**config.mk**
```make
export PLATFORM = sky130hd
export DESIGN_NAME = sql_query_lexer
export DESIGN_NICKNAME = d
export VERILOG_FILES = /design/src/rtl/sqlq_pkg.sv /design/src/rtl/sql_query_lexer.sv
export SDC_FILE = /design/constraint.sdc
export NUM_CORES = 1
export LEC_CHECK = 0
export BUFFER_PORTS_ARGS = -buffer_cell sky130_fd_sc_hd__buf_2
export CORE_ASPECT_RATIO = 1.4
export CORE_UTILIZATION = 48
export DETAILED_ROUTE_END_ITERATION = 16
export GPL_TIMING_DRIVEN = 0
export PLACE_DENSITY_LB_ADDON = 0.1
export SYNTH_ARGS = -nofsm -noshare
export SYNTH_HDL_FRONTEND = slang
export SYNTH_SLANG_ARGS = --single-unit
```
**constraint.sdc**
```tcl
create_clock -name clk -period 10.15 [get_ports clk]
set_input_delay 2.03 -clock clk [delete_from_list [all_inputs] [get_ports clk]]
set_output_delay 2.03 -clock clk [all_outputs]
set_load 0.03 [all_outputs]
```
**src/rtl/sqlq_pkg.sv**
```systemverilog
// Shared types, character codes and keyword table for the query lexer.
// No dependencies; imported by sql_query_lexer.
package sqlq_pkg;

  localparam int POS_W    = 16;
  localparam int LEN_W    = 8;
  localparam int WORD_BUF = 6;
  localparam int NUM_KW   = 10;
  localparam logic [LEN_W-1:0] MAX_TOKEN_LEN = 8'd255;

  typedef enum logic [2:0] {
    MODE_IDLE,
    MODE_WORD,
    MODE_NUM,
    MODE_GT,
    MODE_LT,
    MODE_ERR
  } lex_mode_t;

  typedef enum logic [4:0] {
    KIND_IDENT, KIND_INT,
    KIND_FROM, KIND_ORDER, KIND_BY, KIND_WHERE, KIND_SELECT,
    KIND_AND, KIND_OR, KIND_DELETE, KIND_HAVING, KIND_UPDATE,
    KIND_OPEN, KIND_CLOSE, KIND_GT, KIND_LT, KIND_GTE, KIND_LTE,
    KIND_SEMI, KIND_PLUS, KIND_STAR, KIND_MINUS, KIND_SLASH, KIND_COMMA,
    KIND_ERROR
  } tok_kind_t;

  typedef struct packed {
    tok_kind_t        kind;
    logic [POS_W-1:0] start;
    logic [LEN_W-1:0] length;
    logic [1:0]       prec;
    logic             last;
  } tok_t;

  typedef logic [WORD_BUF-1:0][7:0] word_buf_t;

  localparam logic [7:0] CH_LPAREN = 8'h28;
  localparam logic [7:0] CH_RPAREN = 8'h29;
  localparam logic [7:0] CH_STAR   = 8'h2A;
  localparam logic [7:0] CH_PLUS   = 8'h2B;
  localparam logic [7:0] CH_COMMA  = 8'h2C;
  localparam logic [7:0] CH_MINUS  = 8'h2D;
  localparam logic [7:0] CH_SLASH  = 8'h2F;
  localparam logic [7:0] CH_SEMI   = 8'h3B;
  localparam logic [7:0] CH_LT     = 8'h3C;
  localparam logic [7:0] CH_EQ     = 8'h3D;
  localparam logic [7:0] CH_GT     = 8'h3E;
  localparam logic [7:0] CH_SPACE  = 8'h20;
  localparam logic [7:0] CH_TAB    = 8'h09;
  localparam logic [7:0] CH_CR     = 8'h0D;

  // first character in the top byte; padding is never compared
  localparam logic [8*WORD_BUF-1:0] KW_TEXT [NUM_KW] = '{
    "from  ", "order ", "by    ", "where ", "select",
    "and   ", "or    ", "delete", "having", "update"
  };
  localparam logic [2:0] KW_LEN [NUM_KW] = '{
    3'd4, 3'd5, 3'd2, 3'd5, 3'd6, 3'd3, 3'd2, 3'd6, 3'd6, 3'd6
  };

  function automatic logic is_letter(input logic [7:0] c);
    return (c >= 8'h61 && c <= 8'h7A) || (c >= 8'h41 && c <= 8'h5A);
  endfunction

  function automatic logic is_digit(input logic [7:0] c);
    return c >= 8'h30 && c <= 8'h39;
  endfunction

  function automatic logic is_space(input logic [7:0] c);
    return c == CH_SPACE || (c >= CH_TAB && c <= CH_CR);
  endfunction

  function automatic tok_kind_t word_kind(input word_buf_t w, input logic [LEN_W-1:0] len);
    tok_kind_t k;
    logic      hit;
    k = KIND_IDENT;
    for (int j = 0; j < NUM_KW; j++) begin
      hit = (len == LEN_W'(KW_LEN[j]));
      for (int i = 0; i < WORD_BUF; i++) begin
        if (i < int'(KW_LEN[j]) && w[i] != KW_TEXT[j][8*WORD_BUF-1-8*i -: 8])
          hit = 1'b0;
      end
      if (hit)
        k = tok_kind_t'(5'(KIND_FROM) + 5'(j));
    end
    return k;
  endfunction

  function automatic logic [1:0] prec_of(input tok_kind_t k);
    logic [1:0] p;
    unique case (k)
      KIND_MINUS, KIND_PLUS, KIND_GT, KIND_LT, KIND_GTE, KIND_LTE,
      KIND_AND, KIND_OR:       p = 2'd0;
      KIND_SLASH, KIND_STAR:   p = 2'd1;
      default:                 p = 2'd2;
    endcase
    return p;
  endfunction

  function automatic tok_t make_tok(input tok_kind_t k, input logic [POS_W-1:0] s,
                                    input logic [LEN_W-1:0] l);
    tok_t t;
    t.kind   = k;
    t.start  = s;
    t.length = l;
    t.prec   = prec_of(k);
    t.last   = 1'b0;
    return t;
  endfunction

endpackage

```
**src/rtl/sql_query_lexer.sv**
```systemverilog
// Streaming query lexer: one character word in, up to two token words out.
// Depends on sqlq_pkg (types, keyword table, character classes).
//
//  channel | handshake          | payload
//  in_     | in_valid/in_ready  | ch[7:0], end_of_text
//  out_    | out_valid/out_ready| token_kind[4:0], token_start[15:0],
//          |                    | token_length[7:0], precedence[1:0], last_of_run
//
// One character per cycle; tokens are formed in the accepting cycle and land in a
// two-word result buffer. A character giving two tokens holds in_ready low until the
// first of them is taken. in_ready also drops while out_ready stalls a buffered
// token. Reset (rst_n low, synchronous) returns to idle at offset zero.
module sql_query_lexer
  import sqlq_pkg::*;
(
  input  logic             clk,
  input  logic             rst_n,
  input  logic             in_valid,
  output logic             in_ready,
  input  logic [7:0]       in_ch,
  input  logic             in_end_of_text,
  output logic             out_valid,
  input  logic             out_ready,
  output logic [4:0]       out_token_kind,
  output logic [POS_W-1:0] out_token_start,
  output logic [LEN_W-1:0] out_token_length,
  output logic [1:0]       out_precedence,
  output logic             out_last_of_run
);

  lex_mode_t        mode_r, mode_nxt;
  word_buf_t        word_r, word_nxt;
  logic [LEN_W-1:0] wlen_r, wlen_nxt;
  logic [POS_W-1:0] begin_r, begin_nxt;
  logic [POS_W-1:0] pos_r, pos_nxt;

  tok_t             q0_r, q1_r, q0_nxt, q1_nxt;
  logic [1:0]       cnt_r, cnt_nxt;

  tok_t             t0, t1;
  logic [1:0]       n;

  logic             acc, pop;

  assign acc = in_valid && in_ready;
  assign pop = out_valid && out_ready;

  assign in_ready  = (cnt_r == 2'd0) || (cnt_r == 2'd1 && out_ready);
  assign out_valid = (cnt_r != 2'd0);

  assign out_token_kind   = q0_r.kind;
  assign out_token_start  = q0_r.start;
  assign out_token_length = q0_r.length;
  assign out_precedence   = q0_r.prec;
  assign out_last_of_run  = q0_r.last;

  // lexing of one character against the current state
  always_comb begin
    tok_t      e;
    logic      used;
    tok_kind_t pk;
    mode_nxt  = mode_r;
    word_nxt  = word_r;
    wlen_nxt  = wlen_r;
    begin_nxt = begin_r;
    pos_nxt   = pos_r + POS_W'(1);
    t0        = '0;
    t1        = '0;
    n         = 2'd0;
    used      = 1'b0;
    e         = '0;
    pk        = KIND_ERROR;

    if (mode_r == MODE_ERR) begin
      if (in_end_of_text) begin
        mode_nxt = MODE_IDLE;
        pos_nxt  = '0;
        wlen_nxt = '0;
      end
    end else begin
      // continue or close the pending token
      if ((mode_r == MODE_WORD && (is_letter(in_ch) || is_digit(in_ch))) ||
          (mode_r == MODE_NUM && is_digit(in_ch))) begin
        for (int i = 0; i < WORD_BUF; i++)
          if (wlen_r == LEN_W'(i)) word_nxt[i] = in_ch;
        if (wlen_r < MAX_TOKEN_LEN) wlen_nxt = wlen_r + LEN_W'(1);
        used = 1'b1;
      end else if ((mode_r == MODE_GT || mode_r == MODE_LT) && in_ch == CH_EQ) begin
        t0       = make_tok((mode_r == MODE_GT) ? KIND_GTE : KIND_LTE, begin_r, LEN_W'(2));
        n        = 2'd1;
        mode_nxt = MODE_IDLE;
        used     = 1'b1;
      end else begin
        unique case (mode_r)
          MODE_WORD: begin
            t0 = make_tok(word_kind(word_r, wlen_r), begin_r, wlen_r);
            n  = 2'd1;
          end
          MODE_NUM: begin
            t0 = make_tok(KIND_INT, begin_r, wlen_r);
            n  = 2'd1;
          end
          MODE_GT: begin
            t0 = make_tok(KIND_GT, begin_r, LEN_W'(1));
            n  = 2'd1;
          end
          MODE_LT: begin
            t0 = make_tok(KIND_LT, begin_r, LEN_W'(1));
            n  = 2'd1;
          end
          default: ;
        endcase
        mode_nxt = MODE_IDLE;
      end

      // character not absorbed: lex it from idle
      if (!used) begin
        if (is_letter(in_ch) || is_digit(in_ch)) begin
          mode_nxt    = is_letter(in_ch) ? MODE_WORD : MODE_NUM;
          begin_nxt   = pos_r;
          word_nxt[0] = in_ch;
          wlen_nxt    = LEN_W'(1);
        end else if (in_ch == CH_GT || in_ch == CH_LT) begin
          mode_nxt  = (in_ch == CH_GT) ? MODE_GT : MODE_LT;
          begin_nxt = pos_r;
        end else if (!is_space(in_ch)) begin
          case (in_ch)
            CH_LPAREN: pk = KIND_OPEN;
            CH_RPAREN: pk = KIND_CLOSE;
            CH_SEMI:   pk = KIND_SEMI;
            CH_PLUS:   pk = KIND_PLUS;
            CH_STAR:   pk = KIND_STAR;
            CH_MINUS:  pk = KIND_MINUS;
            CH_SLASH:  pk = KIND_SLASH;
            CH_COMMA:  pk = KIND_COMMA;
            default: begin
              pk       = KIND_ERROR;
              mode_nxt = MODE_ERR;
            end
          endcase
          e = make_tok(pk, pos_r, LEN_W'(1));
          if (n == 2'd0) t0 = e;
          else           t1 = e;
          n = n + 2'd1;
        end
      end

      // end mark: flush whatever is now pending
      if (in_end_of_text) begin
        e = '0;
        unique case (mode_nxt)
          MODE_WORD: e = make_tok(word_kind(word_nxt, wlen_nxt), begin_nxt, wlen_nxt);
          MODE_NUM:  e = make_tok(KIND_INT, begin_nxt, wlen_nxt);
          MODE_GT:   e = make_tok(KIND_GT, begin_nxt, LEN_W'(1));
          MODE_LT:   e = make_tok(KIND_LT, begin_nxt, LEN_W'(1));
          default: ;
        endcase
        if (mode_nxt == MODE_WORD || mode_nxt == MODE_NUM ||
            mode_nxt == MODE_GT || mode_nxt == MODE_LT) begin
          if (n == 2'd0) t0 = e;
          else           t1 = e;
          n = n + 2'd1;
        end
        mode_nxt = MODE_IDLE;
        pos_nxt  = '0;
        wlen_nxt = '0;
      end
    end

    if (n == 2'd1) t0.last = 1'b1;
    if (n == 2'd2) t1.last = 1'b1;
  end

  // result buffer: q0 is the head word
  always_comb begin
    q0_nxt  = q0_r;
    q1_nxt  = q1_r;
    cnt_nxt = cnt_r;
    if (acc) begin
      q0_nxt  = t0;
      q1_nxt  = t1;
      cnt_nxt = n;
    end else if (pop) begin
      q0_nxt  = q1_r;
      cnt_nxt = cnt_r - 2'd1;
    end
  end

  always_ff @(posedge clk) begin
    if (!rst_n) begin
      mode_r <= MODE_IDLE;
    end else if (acc) begin
      mode_r <= mode_nxt;
    end
  end

  always_ff @(posedge clk) begin
    if (!rst_n) begin
      wlen_r  <= '0;
      begin_r <= '0;
      pos_r   <= '0;
      cnt_r   <= 2'd0;
    end else begin
      cnt_r <= cnt_nxt;
      if (acc) begin
        wlen_r  <= wlen_nxt;
        begin_r <= begin_nxt;
        pos_r   <= pos_nxt;
      end
    end
  end

  always_ff @(posedge clk) begin
    q0_r <= q0_nxt;
    q1_r <= q1_nxt;
    if (acc) word_r <= word_nxt;
  end

`ifndef NO_ASSERTIONS
  a_eot_rewinds: assert property (@(posedge clk) disable iff (!rst_n)
    acc && in_end_of_text |=> pos_r == '0 && mode_r == MODE_IDLE)
    else $error("end mark did not return lexer to idle at offset zero");

  a_err_silent: assert property (@(posedge clk) disable iff (!rst_n)
    acc && mode_r == MODE_ERR |=> cnt_r == 2'd0)
    else $error("token produced while skipping after an illegal character");

  a_full_blocks: assert property (@(posedge clk) disable iff (!rst_n)
    cnt_r == 2'd2 |-> !in_ready)
    else $error("input accepted with result buffer full");

  a_pair_order: assert property (@(posedge clk) disable iff (!rst_n)
    out_valid && !out_last_of_run |-> cnt_r == 2'd2 && q1_r.last)
    else $error("first token of a pair without its closing token behind it");

  a_err_len: assert property (@(posedge clk) disable iff (!rst_n)
    out_valid && out_token_kind == KIND_ERROR |-> out_token_length == LEN_W'(1))
    else $error("error token length is not one");
`endif

endmodule
```
# ---- Word level (Yosys, flattened, before mapping)
# Memory sizes are Yosys's and may differ from the RTL's.
# Index checks and enable logic that the tools add are counted.
dict set report op_classes {
  add_sub_neg 5
  order_cmp 9
  eq_ne 104
  muxes 271
  bitwise 1
  reduce_logical 30
}
# op count
set op_table {}
lappend op_table {{two-way mux 32 bit} 21}
lappend op_table {{!= test 8 x 7 -> 1 bit, second input constant} 68}
lappend op_table {{one-hot mux 32 bit (4 select lines)} 2}
lappend op_table {{two-way mux 1 bit} 167}
lappend op_table {{two-way mux 5 bit} 30}
lappend op_table {{two-way mux 8 bit} 17}
lappend op_table {{equality test 8 x 6 -> 1 bit, second input constant} 12}
lappend op_table {{two-way mux 48 bit} 2}
lappend op_table {{two-way mux 16 bit} 4}
lappend op_table {{equality test 8 x 3 -> 1 bit, second input constant} 6}
lappend op_table {{one-hot mux 5 bit (8 select lines)} 1}
lappend op_table {{two-way mux 3 bit} 11}
lappend op_table {{equality test 8 x 2 -> 1 bit, second input constant} 4}
lappend op_table {{two-way mux 2 bit} 16}
lappend op_table {{adder 16 x 1 -> 16 bit, second input constant} 1}
lappend op_table {{>= comparator 8 x 7 -> 1 bit, second input constant} 2}
lappend op_table {{less-or-equal comparator 8 x 7 -> 1 bit, second input constant} 2}
lappend op_table {{equality test 3 x 2 -> 1 bit, second input constant} 4}
lappend op_table {{logical AND 1 bit} 10}
lappend op_table {{logical OR 1 bit} 10}
lappend op_table {{equality test 3 bit, second input constant} 3}
lappend op_table {{adder 8 x 1 -> 8 bit, second input constant} 1}
lappend op_table {{equality test 8 x 1 -> 1 bit, second input constant} 1}
lappend op_table {{>= comparator 8 x 4 -> 1 bit, second input constant} 1}
lappend op_table {{17 further kinds} 24}
dict set report word_totals {
  reg_bits 157
  romBits 256
  in_bits 13
  n_memories 4
}
# memory words width read_ports rd_clocked_by_memory_dff wr line_no
set memory_table {}
lappend memory_table {{(no name shown)} 32 2 1 0 0 sqlq_pkg.sv:93} ;# unique case (k)
lappend memory_table {{(no name shown)} 32 2 1 0 0 sqlq_pkg.sv:93}
lappend memory_table {{(no name shown)} 32 2 1 0 0 sqlq_pkg.sv:93}
lappend memory_table {{(no name shown)} 32 2 1 0 0 sqlq_pkg.sv:93}

# ---- Logic depth before layout (Yosys ltp)
# Gate-level depths: netlist (run 1).
# An unclocked memory read counts as a cell.
dict set report logic_depth {
  depth_word 40
  ltp_mapped 21
  ltp_nobuf 15
}

# ---- Worst setup path before layout (run 1)
# No wires, ideal clock.
dict set report synth_path {
  path_type {input to register}
  startpoint {input port in_ch[2]}
  endpoint {register q0_r (netlist bit out_token_start[10]), data pin}
  t_arrival_ps 5653
  required_time_ps 9998
  path_slack_ps 4344
  path_stages 20
  path_buffers 6
  path_cell_list {buf_2 > or2_1 > buf_6 > o221a_4 > a22oi_4 > buf_2 > buf_2 > buf_2 > o21ai_0 > inv_1 > ha_1 > nor2_1 > a31oi_1 > o21ai_0 > ha_1 > nand3_1 > o21ai_1 > clkbuf_1 > a22oi_1 > o21ai_0}
}
# item line_no
set synth_lines {}
lappend synth_lines {{start, declared} sql_query_lexer.sv:20} ;# input logic [7:0] in_ch,
lappend synth_lines {{end signal, assigned} sql_query_lexer.sv:214} ;# q0_r <= q0_nxt;
lappend synth_lines {{end, declared} sql_query_lexer.sv:37} ;# tok_t q0_r, q1_r, q0_nxt, q1_nxt;

==> results of run 1 <==
==> cells by family after synthesis <==
family / count (synthesis) / synth area share (%)
compound gates: 287 / 19.3
xor+xnor: 17 / 1.48
fa+ha+maj: 9 / 1.12
buf+inv: 95 / 3.96
flops: 157 / 42.5
mux: 32 / 3.43
simple gates: 543 / 28.2
==> cell usage in the layout, fill, tap and decap left out, drive strengths merged, types with 7 or more instances in the layout <==
cell	n
a21boi	21
clkbuf	70
o21ai	85
a211oi	11
nand3	45
mux2i	13
a31oi	10
dfxtp	45
o31ai	8
and2	14
mux2	19
buf	70
a22oi	25
nand2b	18
and3	22
nor3	33
nor2	83
nand4	23
a22o	19
xor2	11
edfxtp	112
nor2b	25
or3	14
nand2	177
inv	30
nor4	25
nor3b	7
o22ai	11
or4	8
ha	9
nand3b	7
a21oi	51
==> worst max-delay path by stage <==
stage                     startpoint                   to  slack, ns
final                       in_ch[2]   out_token_start[8]       3.26
after CTS                   in_ch[2]   out_token_start[6]       3.40
after detailed placement    in_ch[4]   out_token_start[6]       2.99
after floorplan             in_ch[2]  out_token_start[10]       4.34
after global routing        in_ch[2]   out_token_start[6]       2.92
after global placement      in_ch[2]   out_token_start[8]       2.94
==> worst min-delay path: cells and delay by family (launching register included) <==
kind	cells	cell delay (ns)
flops	1	0.32
compound gates	1	0.06
simple gates	1	0.05
==> layer usage <==
metal | up-vias | global-route usage (%) | routed length, um
met5 | - | 0 | 13
met4 | 2 | 24.5 | 2660
met3 | 138 | 5.79 | 2050
met2 | 391 | 62.1 | 19300
met1 | 4502 | 39.0 | 14000
li1 | 4392 | - | -
==> cells in the mapped netlist, types with 19 or more instances <==
library cell,n,area share [%]
a21boi_0,21,1.6
a21oi_1,50,2.5
a22o_1,19,1.7
a22oi_1,24,1.8
and3_1,22,1.4
clkbuf_1,48,1.8
dfxtp_1,45,9.0
edfxtp_1,112,33
inv_1,23,0.86
mux2_2,19,2.1
nand2_1,177,6.6
nand3_1,45,2.2
nand4_1,23,1.4
nor2_1,83,3.1
nor2b_1,25,1.6
nor3_1,33,1.6
nor4_1,22,1.4
o21ai_0,79,3.9
==> cell type report <==
class	instances	share of cell area (%)
buffer	72	2.80
clock buffer	22	4.20
clock inverter	10	0.694
inverter	23	0.773
multi-input combinational	888	48.2
sequential	157	38.2
tap	256	2.87
timing repair buffer	46	2.33
==> power by group through the flow <==
stage	logic (mW)	registers, mW	clock network (mW)
after CTS	0.512	0.858	0.619
after global routing	0.550	0.868	0.646
after detailed placement	0.509	0.871	0
after global placement	0.497	0.874	0
final	0.514	0.858	0.614
after floorplan	0.257	0.942	0
==> sequential cells by signal (all words and copies together) (netlist names), 2 cells and up <==
register and count:
out_token_start 16, begin_r 16, out_precedence 2, out_token_length 8
wlen_r 8, out_token_kind 5, mode_r 3, q1_r 32
word_r 48, cnt_r 2, pos_r 16
==> results.json, run 1 <==
{
  "status": "complete, but fails checks",
  "violations": "capacitance limit, slew limit",
  "die_h_um": 173,
  "gp_congestion": 1.03,
  "syn_inst": 1140,
  "skew_ns": 0.00866,
  "arrival_ns": 7.14,
  "cts_tree": "done",
  "multiInputGateArea_sq_um": 5380,
  "cts.sinks": 157,
  "synth_nets": 1162,
  "async_flop_share_pct": 0,
  "dp_cells": 1442,
  "post_cts_buffers": 0,
  "nets": 1227,
  "tightestPinTransition_ns": 1.48,
  "yosys_warnings": 0,
  "critical-path-top-delay-family": "compound AO/OA/AOI/OAI gates",
  "setup_violations": 0,
  "cp.depth": 20,
  "grt_pass1_wl_mm": 57.2,
  "worst-setup-path-type": "primary input to flop",
  "final_area_sq_um": 11200,
  "drv.max_cap_violation_count": 1,
  "initialDrtViolationCount": 1009,
  "num_antenna_cells": 0,
  "initial_core_util_pct": 49.0,
  "regArea_sq_um": 4260,
  "hold-path-endpoint": "begin_r[8]",
  "p_seq_share_pct": 43.2,
  "p_leak_nw": 3.78,
  "cts_hold_buf": 0,
  "wl_per_cell_um": 25.8,
  "numCtsBuffers": 17,
  "ant_nets": 0,
  "cp-start-kind": "primary input",
  "die_x_um": 124,
  "overflow": 0,
  "crit_path_top_delay_cell": "o21ai_1",
  "r2r_end": "out_token_start[8]",
  "regToRegSetupSlack_ns": 4.70,
  "grt_usage_pct": 35.5,
  "grt_max_degree": 36,
  "hold_violations": 0,
  "clk_latency_ns": 0.43,
  "cpMostUsedCell": "buf_2",
  "synth_seq_area_share_pct": 42.5,
  "fillerInstances": 1965,
  "ys.flop_type": "edfxtp_1",
  "dp_hpwl_mm": 28.6,
  "path_cells": "buf_2, or2_1, buf_6, o221a_4, a22oi_4, buf_2, buf_2, buf_2, o21ai_0, inv_1, ha_1, nor2_1, a31oi_1, o21ai_0, ha_1, nand3_1, o21ai_1, clkbuf_1, a22oi_1, o21ai_0",
  "grt_pass1_vias": 9275,
  "core_sq_um": 20500,
  "totalWireLength_mm": 38.0,
  "swShare_pct": 35.3,
  "clock.fmax_mhz": 145,
  "syn_to_final_growth_pct": 11.2,
  "r2r-start": "mode_r[2]",
  "antenna_found_initial": 1,
  "drive_gt1_share_pct": 11.7,
  "clk_pin_slew_ns": 0.07,
  "synth_cell_type_count": 85,
  "viasPerCell": 6.39,
  "clockPowerShare_pct": 30.9,
  "slew_viol_final": 1,
  "drt-pass1-iter-count": 6,
  "hold_class": "flop to flop",
  "timing.hold.ws_ns": 0.480,
  "dieArea_sq_um": 21500,
  "power_frac_comb_pct": 25.9,
  "period_needed_ns": 6.89,
  "final_cell_count_no_fill": 1474,
  "cp_max_fo": 10,
  "io_pins": 47,
  "clock_path_buffers": 2,
  "relSlewSlack_pct": -0.205,
  "synth_area_sq_um": 10000,
  "end_kind": "flop",
  "power.internal_mw": 1.29,
  "place_ws_ns": 2.99,
  "num_vias": 9425,
  "placed_cell_area_sq_um": 10600,
  "min_from": "begin_r[8]",
  "cts.htree.levels": 4,
  "synth-edff-count": 112,
  "final.setup.tns_ns": 0,
  "rows": 62,
  "fin_ws_ns": 3.26,
  "powerDensity_nw_per_um2": 178,
  "p_total_mw": 1.99,
  "critPathMaxStageDelay_ns": 0.56,
  "drcViolationCount": 0,
  "r2r_cells": 19,
  "grt_setup_unrepaired": "false",
  "portBuffers": 44,
  "cts_root_buf": "clkbuf_16",
  "required_ns": 10.40,
  "period_share_pct": 67.9,
  "path_buf_inv": 7,
  "power.switching_uw": 701,
  "finalCoreUtilization_pct": 54.6,
  "cts_resized": 0,
  "ir_drop_uv": 150,
  "ys_ff_latch": 157,
  "hold_depth": 2,
  "avgSynthCellArea_sq_um": 8.81
}
(Power assumes the default switching activity.)
==> run 2, diff against run 1 <==
Settings changed: ABC_AREA from default to 1.
Clock period 10.15 ns to 6.5 ns, I/O delays scaled along.
==> run 2 against run 1 <==
  * The run now ends clean
  * Worst hold slack worse by 0.0068 ns
  * Die area up 8.4%
  * Critical path depth up 3
  * Register-to-register slack worse by 3.3 ns
  * Clock skew about the same
  * Global-route usage up 0.57 points
  * Clock-buffer cell count down 4
  * Core utilization up 0.18 points
  * Sequential cell count unchanged
  * Critical path type unchanged
  * Setup slack worse by 2.6 ns
  * Non-clock buffer count down 23
  * Wire length up 6.7%
==> results.json, run 2 <==
{
  "status": "finished clean",
  "clk_pin_slew_ns": 0.07,
  "post_cts_buffers": 0,
  "drt-pass1-iter-count": 5,
  "p_leak_nw": 4.97,
  "gp_congestion": 0.960,
  "grt_pass1_wl_mm": 61.8,
  "tightestPinTransition_ns": 0.893,
  "clock.fmax_mhz": 172,
  "overflow": 0,
  "drv.max_cap_violation_count": 0,
  "top_register": "word_r",
  "synth_seq_area_share_pct": 39.1,
  "async_flop_share_pct": 0,
  "clock_path_buffers": 2,
  "yosys-top-cells-area": "edfxtp_1 31%, nand2_1 13%, dfxtp_1 8.3%",
  "yosys_warnings": 0,
  "required_ns": 6.79,
  "fin_ws_ns": 0.673,
  "cts_root_buf": "clkbuf_16",
  "powerDensity_nw_per_um2": 383,
  "cp_max_fo": 10,
  "die_x_um": 129,
  "largest_reg_flops": 48,
  "num_vias": 11100,
  "worst-setup-path-type": "primary input to flop",
  "ant_nets": 0,
  "hold_violations": 0,
  "cts_tree": "done",
  "grt_usage_pct": 36.1,
  "die_h_um": 180,
  "rows": 64,
  "slew_viol_final": 0,
  "dieArea_sq_um": 23300,
  "drive_gt1_share_pct": 11.4,
  "ir_drop_uv": 221,
  "initial_core_util_pct": 49.3,
  "portBuffers": 42,
  "synth_nets": 1567,
  "syn_to_final_growth_pct": 11.0,
  "antenna_found_initial": 0,
  "final_cell_mix": "369 x nand2_1, 202 x inv_1, 170 x nor2_1",
  "final_common_cell": "nand2_1",
  "cts_resized": 0,
  "totalWireLength_mm": 40.6,
  "grt_pass1_vias": 10800,
  "end_kind": "flop",
  "largest_registers": "word_r (48), q1_r (32)",
  "period_share_pct": 89.6,
  "wl_per_cell_um": 21.2,
  "hold_class": "flop to flop",
  "synth_top_area_share_pct": 30.9,
  "cts_hold_buf": 0,
  "relSlewSlack_pct": 40.4,
  "synth-edff-count": 112,
  "drcViolationCount": 0,
  "synth_area_sq_um": 10900,
  "core_sq_um": 22100,
  "arrival_ns": 6.12,
  "skew_ns": 0.00855,
  "initialDrtViolationCount": 930,
  "period_needed_ns": 5.83,
  "setup_violations": 0,
  "clk_latency_ns": 0.45,
  "regToRegSetupSlack_ns": 1.45,
  "cts.htree.levels": 4,
  "synth_cell_type_count": 49,
  "avgSynthCellArea_sq_um": 7.06,
  "num_antenna_cells": 0,
  "viasPerCell": 5.80,
  "ys_ff_latch": 157,
  "grt_max_degree": 58,
  "nets": 1628,
  "dp_hpwl_mm": 31.6,
  "synth_most_common_cell": "nand2_1",
  "numCtsBuffers": 17,
  "grt_setup_unrepaired": "false",
  "syn_inst": 1545,
  "final.setup.tns_ns": 0,
  "ys.flop_type": "edfxtp_1",
  "cp-start-kind": "primary input",
  "place_ws_ns": 0.333,
  "netlist_top_cells_count": "369 x nand2_1, 203 x inv_1, 170 x nor2_1",
  "io_pins": 47,
  "cts.sinks": 157,
  "synth_top_cell_by_area": "edfxtp_1"
}
[run 2: metrics by stage]
step	instance area, sq um	power [mW]	utilization, %	instances	hold WS [ns]
final	12100	4.63	54.7	1916	0.473
after CTS	12100	4.61	54.7	1916	0.476
after global routing	12100	4.87	54.7	1916	0.512
after global placement	11500	3.55	52.0	1884	0.460
after floorplan	10900	2.93	-	1545	0.445
after detailed placement	11500	3.56	52.0	1884	0.467
[run 2: final timing paths]
check	depth (start not counted)	from	endpoint
max	23	in_ch[6]	q1_r[5]
min	2	cnt_r[1]	cnt_r[1]
max reg2reg	19	mode_r[0]	q1_r[5]
min reg2reg	2	cnt_r[1]	cnt_r[1]
[run 2: cell type report]
type,instances,area [sq um]
well taps,297,372
clock buffers,18,439
clock inverters,14,170
repair buffers,42,210
multi-input cells,1108,5480
inverters,227,856
fillers,2272,10000
plain buffers,53,312
flip-flops and latches,157,4260
[run 2: report_power, final]
part	switching, mW	leakage (nW)	internal, mW
Combinational	1.42	3.21	0.449
Sequential	0.172	1.47	1.52
Clock	0.477	0.300	0.592
[run 2: kinds of logic after synthesis]
family	share of synthesized area [%]
simple gates	34.8
buf+inv	10.7
compound gates	13.6
flops	39.1
fa+ha+maj	1.03
mux	0.551
xor+xnor	0.241
[run 2: per-layer routing]
layer | GRT usage (%) | vias to the layer above | routed length [um]
met2 | 65.4 | 443 | 21200
met1 | 36.3 | 5193 | 14100
met4 | 27.4 | 0 | 3200
met3 | 5.58 | 151 | 2070
met5 | 0 | - | 0
li1 | - | 5322 | -
[run 2: critical path, stage by stage]
cell and delay (ns):
buf_2 0.10, inv_2 0.23, nand2_2 0.14, inv_2 0.10, nand2_1 0.13, nand2_4 0.13
nand2_4 0.10, nand2_4 0.15, clkinv_2 0.16, buf_6 0.19, a21oi_1 0.23, clkbuf_1 0.54
ha_1 0.24, inv_1 0.04, a21oi_1 0.19, nand2_1 0.10, ha_1 0.22, nor2_1 0.18
clkinv_1 0.39, nor2_1 0.43, inv_1 0.26, clkbuf_1 0.34, nor3_1 0.21
==> run 3, diff against run 2 <==
==> constraint.sdc (replaced) <==
create_clock -name clk -period 7.2 [get_ports clk]
set_input_delay 0 -clock clk [delete_from_list [all_inputs] [get_ports clk]]
set_output_delay 0 -clock clk [all_outputs]
set_load 0.03 [all_outputs]
==> run 3 against run 2 <==
  * Design area is 0.17% higher
  * Wire length hardly changed
  * Sequential cell count stayed put
  * Non-clock buffer count is 2 higher
  * Final cell count is 0.10% higher
  * First-iteration DRC count is 10% higher
  * Clock skew is 0.0035 ns higher
  * Clock power is 9.5% lower
==> results.json, run 3 (same netlist as run 2, synthesis figures left out) <==
{
  "status": "finished clean",
  "p_seq_share_pct": 36.5,
  "power.switching_mw": 1.87,
  "hold_depth": 5,
  "tightestPinTransition_ns": 0.894,
  "cts.htree.levels": 4,
  "period_needed_ns": 5.10,
  "timing.hold.ws_ns": 0.0683,
  "drive_gt1_share_pct": 11.4,
  "crit_path_top_delay_cell": "clkbuf_1",
  "antenna_found_initial": 0,
  "cts_tree": "done",
  "core_sq_um": 22100,
  "overflow": 0,
  "r2r-start": "mode_r[0]",
  "end_kind": "flop",
  "multiInputGateArea_sq_um": 5480,
  "io_pins": 47,
  "grt_pass1_vias": 10800,
  "viasPerCell": 5.79,
  "p_leak_nw": 4.98,
  "gp_congestion": 0.960,
  "syn_to_final_growth_pct": 11.2,
  "r2r_end": "q1_r[5]",
  "p_total_mw": 4.18,
  "clock.fmax_mhz": 196,
  "num_antenna_cells": 0,
  "wl_per_cell_um": 21.2,
  "power_frac_comb_pct": 40.4,
  "final.setup.tns_ns": 0,
  "grt_max_degree": 58,
  "cts_hold_buf": 2,
  "final_cell_mix": "369 x nand2_1, 202 x inv_1, 170 x nor2_1",
  "cts_resized": 0,
  "hold-path-endpoint": "word_r[46]",
  "grt_usage_pct": 36.1,
  "die_x_um": 129,
  "cts.sinks": 157,
  "dieArea_sq_um": 23300,
  "worst-setup-path-type": "flop to flop",
  "ir_drop_uv": 200,
  "ant_nets": 0,
  "totalWireLength_mm": 40.6,
  "regToRegSetupSlack_ns": 2.10,
  "cpMostUsedCell": "inv_1",
  "hold_class": "primary input to flop",
  "numCtsBuffers": 17,
  "dp_cells": 1884,
  "path_cells": "inv_2, nor3_4, inv_2, nand2_4, buf_2, inv_1, a21oi_1, clkbuf_1, ha_1, inv_1, a21oi_1, nand2_1, ha_1, nor2_1, clkinv_1, nor2_1, inv_1, clkbuf_1, nor3_1",
  "clk_pin_slew_ns": 0.08,
  "place_ws_ns": 2.29,
  "drv.max_cap_violation_count": 0,
  "regArea_sq_um": 4260,
  "portBuffers": 42,
  "skew_ns": 0.0120,
  "min_from": "in_ch[6]",
  "post_cts_buffers": 0,
  "powerDensity_nw_per_um2": 345,
  "cts_root_buf": "clkbuf_16",
  "clock_path_buffers": 2,
  "grt_pass1_wl_mm": 61.8,
  "grt_setup_unrepaired": "false",
  "r2r_cells": 19,
  "final_cell_count_no_fill": 1918,
  "num_vias": 11100,
  "power.internal_mw": 2.31,
  "fin_ws_ns": 2.10,
  "swShare_pct": 44.7,
  "top_register": "word_r",
  "period_share_pct": 70.8,
  "initial_core_util_pct": 49.3,
  "largest_registers": "word_r (48), q1_r (32)",
  "fillerInstances": 2267,
  "slew_viol_final": 0,
  "cp-start-kind": "flop",
  "cp_max_fo": 10,
  "dp_hpwl_mm": 31.6,
  "rows": 64,
  "clockPowerShare_pct": 23.1,
  "clk_latency_ns": 0.45,
  "drcViolationCount": 0,
  "hold_violations": 0,
  "initialDrtViolationCount": 1023,
  "relSlewSlack_pct": 40.4,
  "required_ns": 7.50,
  "setup_violations": 0,
  "nets": 1630,
  "critPathMaxStageDelay_ns": 0.56,
  "final_common_cell": "nand2_1",
  "largest_reg_flops": 48,
  "die_h_um": 180,
  "drt-pass1-iter-count": 7,
  "arrival_ns": 5.39
}
run 3: cell count changes in the layout (fill, tap and decap cells not counted):
cell and change:
dlygate4sd3_1 +2
run 3: per-stage QoR:
stage                     area (sq um)  utilization (%)
after floorplan                  10900                -
after global placement           11500             52.0
after detailed placement         11500             52.0
after CTS                        12100             54.8
after global routing             12100             54.8
final                            12100             54.8
run 3: power groups by stage:
| stage | logic [mW] | clock network (mW) | registers, mW |
|---|---|---|---|
| after floorplan | 0.946 | 0 | 1.70 |
| after global placement | 1.66 | 0 | 1.55 |
| after detailed placement | 1.67 | 0 | 1.54 |
| after CTS | 1.68 | 0.965 | 1.52 |
| after global routing | 1.84 | 1.00 | 1.56 |
| final | 1.69 | 0.968 | 1.53 |
run 3: worst max path at each step:
stage / startpoint / endpoint / slack [ns] / cells past startpoint
floorplan: cnt_r[0] / word_r[0] / 3.63 / 8
global placement: mode_r[0] / q1_r[13] / 2.35 / 19
detailed placement: mode_r[0] / q1_r[26] / 2.29 / 19
CTS: mode_r[0] / q1_r[5] / 2.25 / 19
global route: mode_r[1] / q1_r[5] / 1.72 / 19
finish: mode_r[0] / q1_r[5] / 2.10 / 19
run 3: cell type report:
type | count | area share (%)
Multi-Input combinational cell | 1108 | 45.2
Clock inverter | 14 | 1.40
Sequential cell | 157 | 35.2
Timing Repair Buffer | 44 | 1.90
Clock buffer | 18 | 3.62
Inverter | 227 | 7.06
Buffer | 53 | 2.57
Tap cell | 297 | 3.07
run 3: metal layers:
| metal | track usage [%] | part of all wire [%] | routed length [um] | vias to the layer above |
|---|---|---|---|---|
| li1 | - | - | - | 5316 |
| met1 | 36.3 | 35 | 14200 | 5161 |
| met2 | 65.4 | 52 | 21100 | 469 |
| met3 | 5.61 | 4.9 | 1980 | 163 |
| met4 | 27.4 | 8.1 | 3310 | 0 |
| met5 | 0 | 0 | 0 | - |
run 3: critical path, delay by kind of cell (launching register included):
family	cells	cell delay (ns)
buffers and inverters	9	2.22
AND/OR/NAND/NOR	6	1.39
adder cells (fa/ha/maj)	2	0.46
AO/OA/AOI/OAI	2	0.44
flip-flops	1	0.42
